--- config.mk ---
export PLATFORM = sky130hd
export DESIGN_NAME = multi_channel_periodic_alarm_timer
export DESIGN_NICKNAME = d
export VERILOG_FILES = /design/src/rtl/mcpat_pkg.sv /design/src/rtl/multi_channel_periodic_alarm_timer.sv
export SDC_FILE = /design/constraint.sdc
export NUM_CORES = 1
export LEC_CHECK = 0
export BUFFER_PORTS_ARGS = -buffer_cell sky130_fd_sc_hd__buf_2
export CAP_MARGIN = 5
export CORE_AREA = 4 4 262 264
export CTS_BUF_LIST = sky130_fd_sc_hd__clkbuf_2 sky130_fd_sc_hd__clkbuf_4 sky130_fd_sc_hd__clkbuf_8
export DETAILED_ROUTE_END_ITERATION = 6
export DIE_AREA = 0 0 266 268
export SKIP_CTS_REPAIR_TIMING = 1
export SLEW_MARGIN = 20
export SYNTH_ARGS = -nofsm -noshare
export SYNTH_HDL_FRONTEND = slang
export SYNTH_SLANG_ARGS = --single-unit
--- constraint.sdc ---
create_clock -name aclk -period 8.95 [get_ports aclk]
set_input_delay 0.895 -clock aclk [delete_from_list [all_inputs] [get_ports aclk]]
set_output_delay 0.895 -clock aclk [all_outputs]
set_load 0.01 [all_outputs]
--- src/rtl/mcpat_pkg.sv ---
// ----------------------------------------------------------------------------
// mcpat_pkg
// shared types and constants of the multi-channel periodic alarm timer
// ----------------------------------------------------------------------------
`default_nettype none

package mcpat_pkg;

    localparam int NUM_CHANNELS = 7;
    localparam int COUNT_WIDTH  = 16;
    localparam int CHAN_WIDTH   = 3;
    localparam int FIELD_WIDTH  = 16;
    localparam int PRESC_WIDTH  = 3;
    localparam int DIV_WIDTH    = 2;

    localparam int S_TDATA_WIDTH = 56;
    localparam int S_TUSER_WIDTH = 2;
    localparam int M_TDATA_WIDTH = 32;
    localparam int CFG_IDX_WIDTH = 2;
    localparam int CFG_DAT_WIDTH = 2;

    typedef logic [COUNT_WIDTH-1:0]  count_t;
    typedef logic [NUM_CHANNELS-1:0] chan_mask_t;

    typedef enum logic [1:0] {
        CMD_TICK     = 2'd0,
        CMD_SET_NOW  = 2'd1,
        CMD_SET_REF  = 2'd2,
        CMD_UNSET    = 2'd3
    } cmd_t;

    typedef enum logic [CFG_IDX_WIDTH-1:0] {
        REG_RUN_ENABLE   = 2'd0,
        REG_CLOCK_DIV    = 2'd1,
        REG_OVF_IRQ_EN   = 2'd2,
        REG_UNUSED       = 2'd3
    } reg_idx_t;

    localparam logic STATUS_OK       = 1'b0;
    localparam logic STATUS_BAD_CHAN = 1'b1;

endpackage

`default_nettype wire

--- src/rtl/multi_channel_periodic_alarm_timer.sv ---
// ----------------------------------------------------------------------------
// multi_channel_periodic_alarm_timer
// 16-bit counter with prescaler and seven compare-match alarm channels
// the result is written to the output register at the accepting edge
// throughput: one transaction per cycle unless m_tready stalls the output; the counter
// and channel state update at the accepting edge, so the next item sees it immediately
// reset: aresetn synchronous active low, clears counter, prescaler, channels
// and configuration registers
// ----------------------------------------------------------------------------
`default_nettype none

module multi_channel_periodic_alarm_timer
    import mcpat_pkg::*;
(
    input  wire logic                     aclk,
    input  wire logic                     aresetn,

    input  wire logic                     cfg_wr_en,
    input  wire logic [CFG_IDX_WIDTH-1:0] cfg_index,
    input  wire logic [CFG_DAT_WIDTH-1:0] cfg_wdata,

    input  wire logic                     s_tvalid,
    output logic                          s_tready,
    // channel[2:0], delay_ticks[18:3], reload_period[34:19], reference_time[50:35]
    input  wire logic [S_TDATA_WIDTH-1:0] s_tdata,
    // cmd[1:0]
    input  wire logic [S_TUSER_WIDTH-1:0] s_tuser,

    output logic                          m_tvalid,
    input  wire logic                     m_tready,
    // fired_mask[6:0], overflow_event[7], count_now[23:8], status[24]
    output logic [M_TDATA_WIDTH-1:0]      m_tdata
);

    logic                 run_enable_reg;
    logic [DIV_WIDTH-1:0] clock_div_reg;
    logic                 ovf_irq_en_reg;

    count_t                 counter_reg, counter_next;
    logic [PRESC_WIDTH-1:0] presc_reg, presc_next;
    count_t                 compare_reg [NUM_CHANNELS];
    count_t                 compare_next [NUM_CHANNELS];
    count_t                 period_reg [NUM_CHANNELS];
    count_t                 period_next [NUM_CHANNELS];
    chan_mask_t             enable_reg, enable_next;

    logic                     m_tvalid_reg;
    logic [M_TDATA_WIDTH-1:0] m_tdata_reg, m_tdata_next;

    cmd_t                   cmd_in;
    logic [CHAN_WIDTH-1:0]  chan_in;
    logic [FIELD_WIDTH-1:0] delay_in;
    logic [FIELD_WIDTH-1:0] period_in;
    logic [FIELD_WIDTH-1:0] ref_in;

    logic                   accept;
    logic [PRESC_WIDTH-1:0] limit;
    logic                   step;
    logic                   bad_chan;
    count_t                 count_inc;
    count_t                 set_value;
    chan_mask_t             fired;
    logic                   ovf;

    assign cmd_in    = cmd_t'(s_tuser);
    assign chan_in   = s_tdata[2:0];
    assign delay_in  = s_tdata[18:3];
    assign period_in = s_tdata[34:19];
    assign ref_in    = s_tdata[50:35];

    assign s_tready = !m_tvalid_reg || m_tready;
    assign accept   = s_tvalid && s_tready;
    assign m_tvalid = m_tvalid_reg;
    assign m_tdata  = m_tdata_reg;

    always_comb begin
        limit     = PRESC_WIDTH'((4'd1 << clock_div_reg) - 4'd1);
        step      = (cmd_in == CMD_TICK) && run_enable_reg && (presc_reg >= limit);
        bad_chan  = (cmd_in != CMD_TICK) && (chan_in >= CHAN_WIDTH'(NUM_CHANNELS));
        count_inc = counter_reg + count_t'(1);
        set_value = ((cmd_in == CMD_SET_NOW) ? counter_reg : count_t'(ref_in))
                    + count_t'(delay_in);

        counter_next = counter_reg;
        presc_next   = presc_reg;
        enable_next  = enable_reg;
        fired        = '0;
        ovf          = 1'b0;

        if (cmd_in == CMD_TICK && run_enable_reg) begin
            if (step) begin
                presc_next   = '0;
                counter_next = count_inc;
                ovf          = (count_inc == '0) && ovf_irq_en_reg;
            end else begin
                presc_next = presc_reg + PRESC_WIDTH'(1);
            end
        end

        for (int c = 0; c < NUM_CHANNELS; c++) begin
            compare_next[c] = compare_reg[c];
            period_next[c]  = period_reg[c];
            if (step && enable_reg[c] && compare_reg[c] == count_inc) begin
                fired[c] = 1'b1;
                if (period_reg[c] != '0) begin
                    compare_next[c] = compare_reg[c] + period_reg[c];
                end else begin
                    compare_next[c] = '0;
                    enable_next[c]  = 1'b0;
                end
            end
            if (cmd_in != CMD_TICK && !bad_chan && chan_in == CHAN_WIDTH'(c)) begin
                if (cmd_in == CMD_UNSET) begin
                    compare_next[c] = '0;
                    period_next[c]  = '0;
                    enable_next[c]  = 1'b0;
                end else begin
                    compare_next[c] = set_value;
                    period_next[c]  = count_t'(period_in);
                    enable_next[c]  = 1'b1;
                end
            end
        end

        m_tdata_next        = '0;
        m_tdata_next[6:0]   = fired;
        m_tdata_next[7]     = ovf;
        m_tdata_next[23:8]  = counter_next;
        m_tdata_next[24]    = bad_chan ? STATUS_BAD_CHAN : STATUS_OK;
    end

    always_ff @(posedge aclk) begin
        if (!aresetn) begin
            run_enable_reg <= 1'b0;
            clock_div_reg  <= '0;
            ovf_irq_en_reg <= 1'b0;
        end else if (cfg_wr_en) begin
            case (reg_idx_t'(cfg_index))
                REG_RUN_ENABLE: run_enable_reg <= cfg_wdata[0];
                REG_CLOCK_DIV:  clock_div_reg  <= cfg_wdata[DIV_WIDTH-1:0];
                REG_OVF_IRQ_EN: ovf_irq_en_reg <= cfg_wdata[0];
                default:        ;
            endcase
        end
    end

    always_ff @(posedge aclk) begin
        if (!aresetn) begin
            counter_reg  <= '0;
            presc_reg    <= '0;
            enable_reg   <= '0;
            m_tvalid_reg <= 1'b0;
            for (int c = 0; c < NUM_CHANNELS; c++) begin
                compare_reg[c] <= '0;
                period_reg[c]  <= '0;
            end
        end else begin
            if (accept) begin
                counter_reg <= counter_next;
                presc_reg   <= presc_next;
                enable_reg  <= enable_next;
                for (int c = 0; c < NUM_CHANNELS; c++) begin
                    compare_reg[c] <= compare_next[c];
                    period_reg[c]  <= period_next[c];
                end
                m_tvalid_reg <= 1'b1;
            end else if (m_tready) begin
                m_tvalid_reg <= 1'b0;
            end
        end
    end

    always_ff @(posedge aclk) begin
        if (accept) begin
            m_tdata_reg <= m_tdata_next;
        end
    end

endmodule

`default_nettype wire

==> flow_metrics.py <==
metrics = {
    "status": {
        "status": "complete, no violations",
    },
    "clock_tree": {
        "clkSinkCount": 280,
        "htreeDepth": 2,
        "path_clk_slew_ns": 0.06,
        "cts_made_buffers": 50,
        "clock_path_buffers": 3,
        "cts_root_buf": "clkbuf_8",
        "worstSkewPairLatency_ns": 0.66,
        "tritoncts": "done",
    },
    "detailed_routing": {
        "viasPerCell": 5.629,
        "post_drt_wl_per_cell_um": 24.02,
        "routed_wirelength_mm": 70.97,
        "drtAntennaViolNets": 0,
        "num_vias": 16630,
        "drt_pre_antenna_iters": 6,
        "first_iter_violations": 1597,
        "drc": 0,
    },
    "timing": {
        "fin_skew_ns": 0.04349,
        "max_freq_ghz": 0.1999,
        "rsz0062_at_grt": "no",
        "slew_headroom_pct": 21.26,
        "slew_viol_final": 0,
        "finalCritPeriodShare_pct": 55.89,
        "fin_setup_tns_ns": 0,
        "report.final.setup_viol": 0,
        "fin_crit_ns": 5.003,
        "hold_viol_final": 0,
        "worst_slew_pin_slew_ns": 1.178,
    },
    "finish": {
        "nNetsFinal": 2236,
        "stdcell_count": 2954,
        "regArea_sq_um": 8098,
        "drive_above_1_share_pct": 12.90,
        "area_growth_pct": 14.24,
        "fillCellCount": 6683,
        "multiInputGateArea_sq_um": 11200,
    },
    "critical_path": {
        "cp-end-kind": "flop",
        "r2r-end": "compare_reg[5][1]",
        "crit_path_start_kind": "flop",
        "cp.arrival_ns": 5.27,
        "cp_max_fo": 16,
        "regToRegStartpoint": "counter_reg[1]",
        "rrSetupSlack_ns": 3.95,
        "path_class": "reg -> reg",
        "reg2reg_depth": 9,
        "worstPathRequired_ns": 9.22,
    },
    "floorplanning": {
        "initial_utilization_pct": 29.63,
        "die_w_um": 266,
        "die_y_um": 268,
        "design.die.area_sq_um": 71290,
        "io-pin-count": 101,
        "core_area_sq_um": 66560,
        "rows": 95,
    },
    "synth": {
        "synth_area_leaders": "edfxtp_1 38%, ha_1 7.9%, xnor2_1 5.7%",
        "synthDominantCellAreaShare_pct": 37.91,
        "ys_warn_count": 0,
        "synth_edf_count": 249,
        "synth_cell_type_count": 81,
        "syn-cell-area_sq_um": 19720,
        "async_flop_share_pct": 0,
        "seq_area_frac_synth_pct": 41.06,
        "ys_ff_latch": 280,
        "synth_area_per_cell_sq_um": 10.19,
        "synth_flop_cell": "edfxtp_1",
        "yosysMostFrequentCell": "edfxtp_1",
        "synthTopCellsByCount": "249 x edfxtp_1, 150 x nand2_1, 138 x nor2_1",
        "yosysTopAreaCell": "edfxtp_1",
        "syn_inst": 1936,
    },
    "hold_path": {
        "whs_endpoint": "enable_reg[2]",
        "hold_start": "enable_reg[2]",
        "hold_path_class": "reg -> reg",
        "whs_path_depth": 2,
    },
    "placement": {
        "port-buffer-count": 88,
        "dpl.hpwl_mm": 51.35,
        "gp_congestion": 0.9106,
        "place_inst": 2857,
    },
    "global_route": {
        "grt_pass1_wl_mm": 103.5,
        "antenna_found_initial": 9,
        "grt_usage_pct": 19.31,
        "grt_pass1_vias": 16260,
        "grt_start_max_net_pins": 64,
        "grt_overflow_total": 0,
    },
    "flow_run": {
        "max_cap_violations": 0,
    },
    "pwr": {
        "powerDensity_nw_per_um2": 184.2,
        "ir_drop_mv": 0.08884,
        "p_leak_nw": 8.852,
    },
}
## report_power, final
part | switching, W | internal (W) | total, W
combinational | 0.000560 | 0.000381 | 0.000941
clock | 0.000589 | 0.000985 | 0.00157
sequential | 0.0000958 | 0.00154 | 0.00163
## layout make-up
cell class | count | area share [%]
Antenna cell | 4 | 0.04442
Clock buffer | 60 | 3.470
Clock inverter | 33 | 2.260
Inverter | 30 | 0.4997
Multi-Input combinational cell | 1547 | 49.69
Sequential cell | 280 | 35.94
Tap cell | 873 | 4.848
Timing Repair Buffer | 127 | 3.254
## worst max path at each step
stage / from / to / slack [ns] / cells after the start
floorplan: s_tuser[1] / compare_reg[1][15] / 4.80 / 12
global placement: counter_reg[1] / compare_reg[5][14] / 4.05 / 9
detailed placement: counter_reg[1] / compare_reg[5][13] / 3.99 / 9
CTS: counter_reg[1] / compare_reg[5][1] / 3.98 / 9
global route: counter_reg[1] / compare_reg[5][6] / 3.88 / 9
finish: counter_reg[1] / compare_reg[5][1] / 3.95 / 9
## per-layer routing
metal	track usage [%]	share of wire, %
met5	0	0
met4	10.45	5.4
met3	3.415	9.6
met2	31.11	45
met1	24.81	40
## critical path, cell delays in order, from the launching register on
cell and delay, ns:
dfxtp_1 0.56, ha_1 0.81, and3_1 0.56, xnor2_2 0.35
xnor2_1 0.24, nor2_1 0.13, nand4_1 0.10, or3_1 0.38
nor4_1 0.85, a21o_1 0.65
## logic make-up after synthesis
logic type / count (synthesis) / synth area share, %
simple gates: 688 / 18.17
compound gates: 454 / 15.22
flops: 280 / 41.06
xor+xnor: 242 / 12.92
fa+ha+maj: 133 / 8.741
buf+inv: 115 / 2.607
mux: 23 / 1.262
other cells: 1 / 0.01901
## layout by cell type (no fill, tap or decap), types with 25 or more instances in the layout
master / instances
o21ai_0: 61
a21o_1: 38
clkbuf_8: 53
xnor2_1: 129
nand3_1: 83
xor2_1: 79
nor3_1: 29
nand2_1: 149
nor4_1: 38
inv_1: 29
buf_2: 88
and2_1: 63
a21oi_1: 111
buf_4: 39
ha_1: 125
nor2_1: 135
edfxtp_1: 249
dfxtp_1: 31
a22oi_1: 45
nor2b_1: 32
and3_1: 38
a211oi_1: 25
## stage by stage
stage	power (W)	hold WS, ns	instance area (sq um)	utilization [%]	setup slack [ns]
2_1_floorplan	0.002273	0.4615	19750	-	4.802
3_3_place_gp	0.002553	0.4749	21220	31.89	4.052
3_5_place_dp	0.002579	0.4897	21230	31.90	3.989
4_1_cts	0.004158	0.4600	22520	33.84	3.983
5_1_grt	0.004322	0.5061	22530	33.84	3.877
6_report	0.004150	0.4993	22530	33.85	3.947
(Power assumes the default switching activity.)
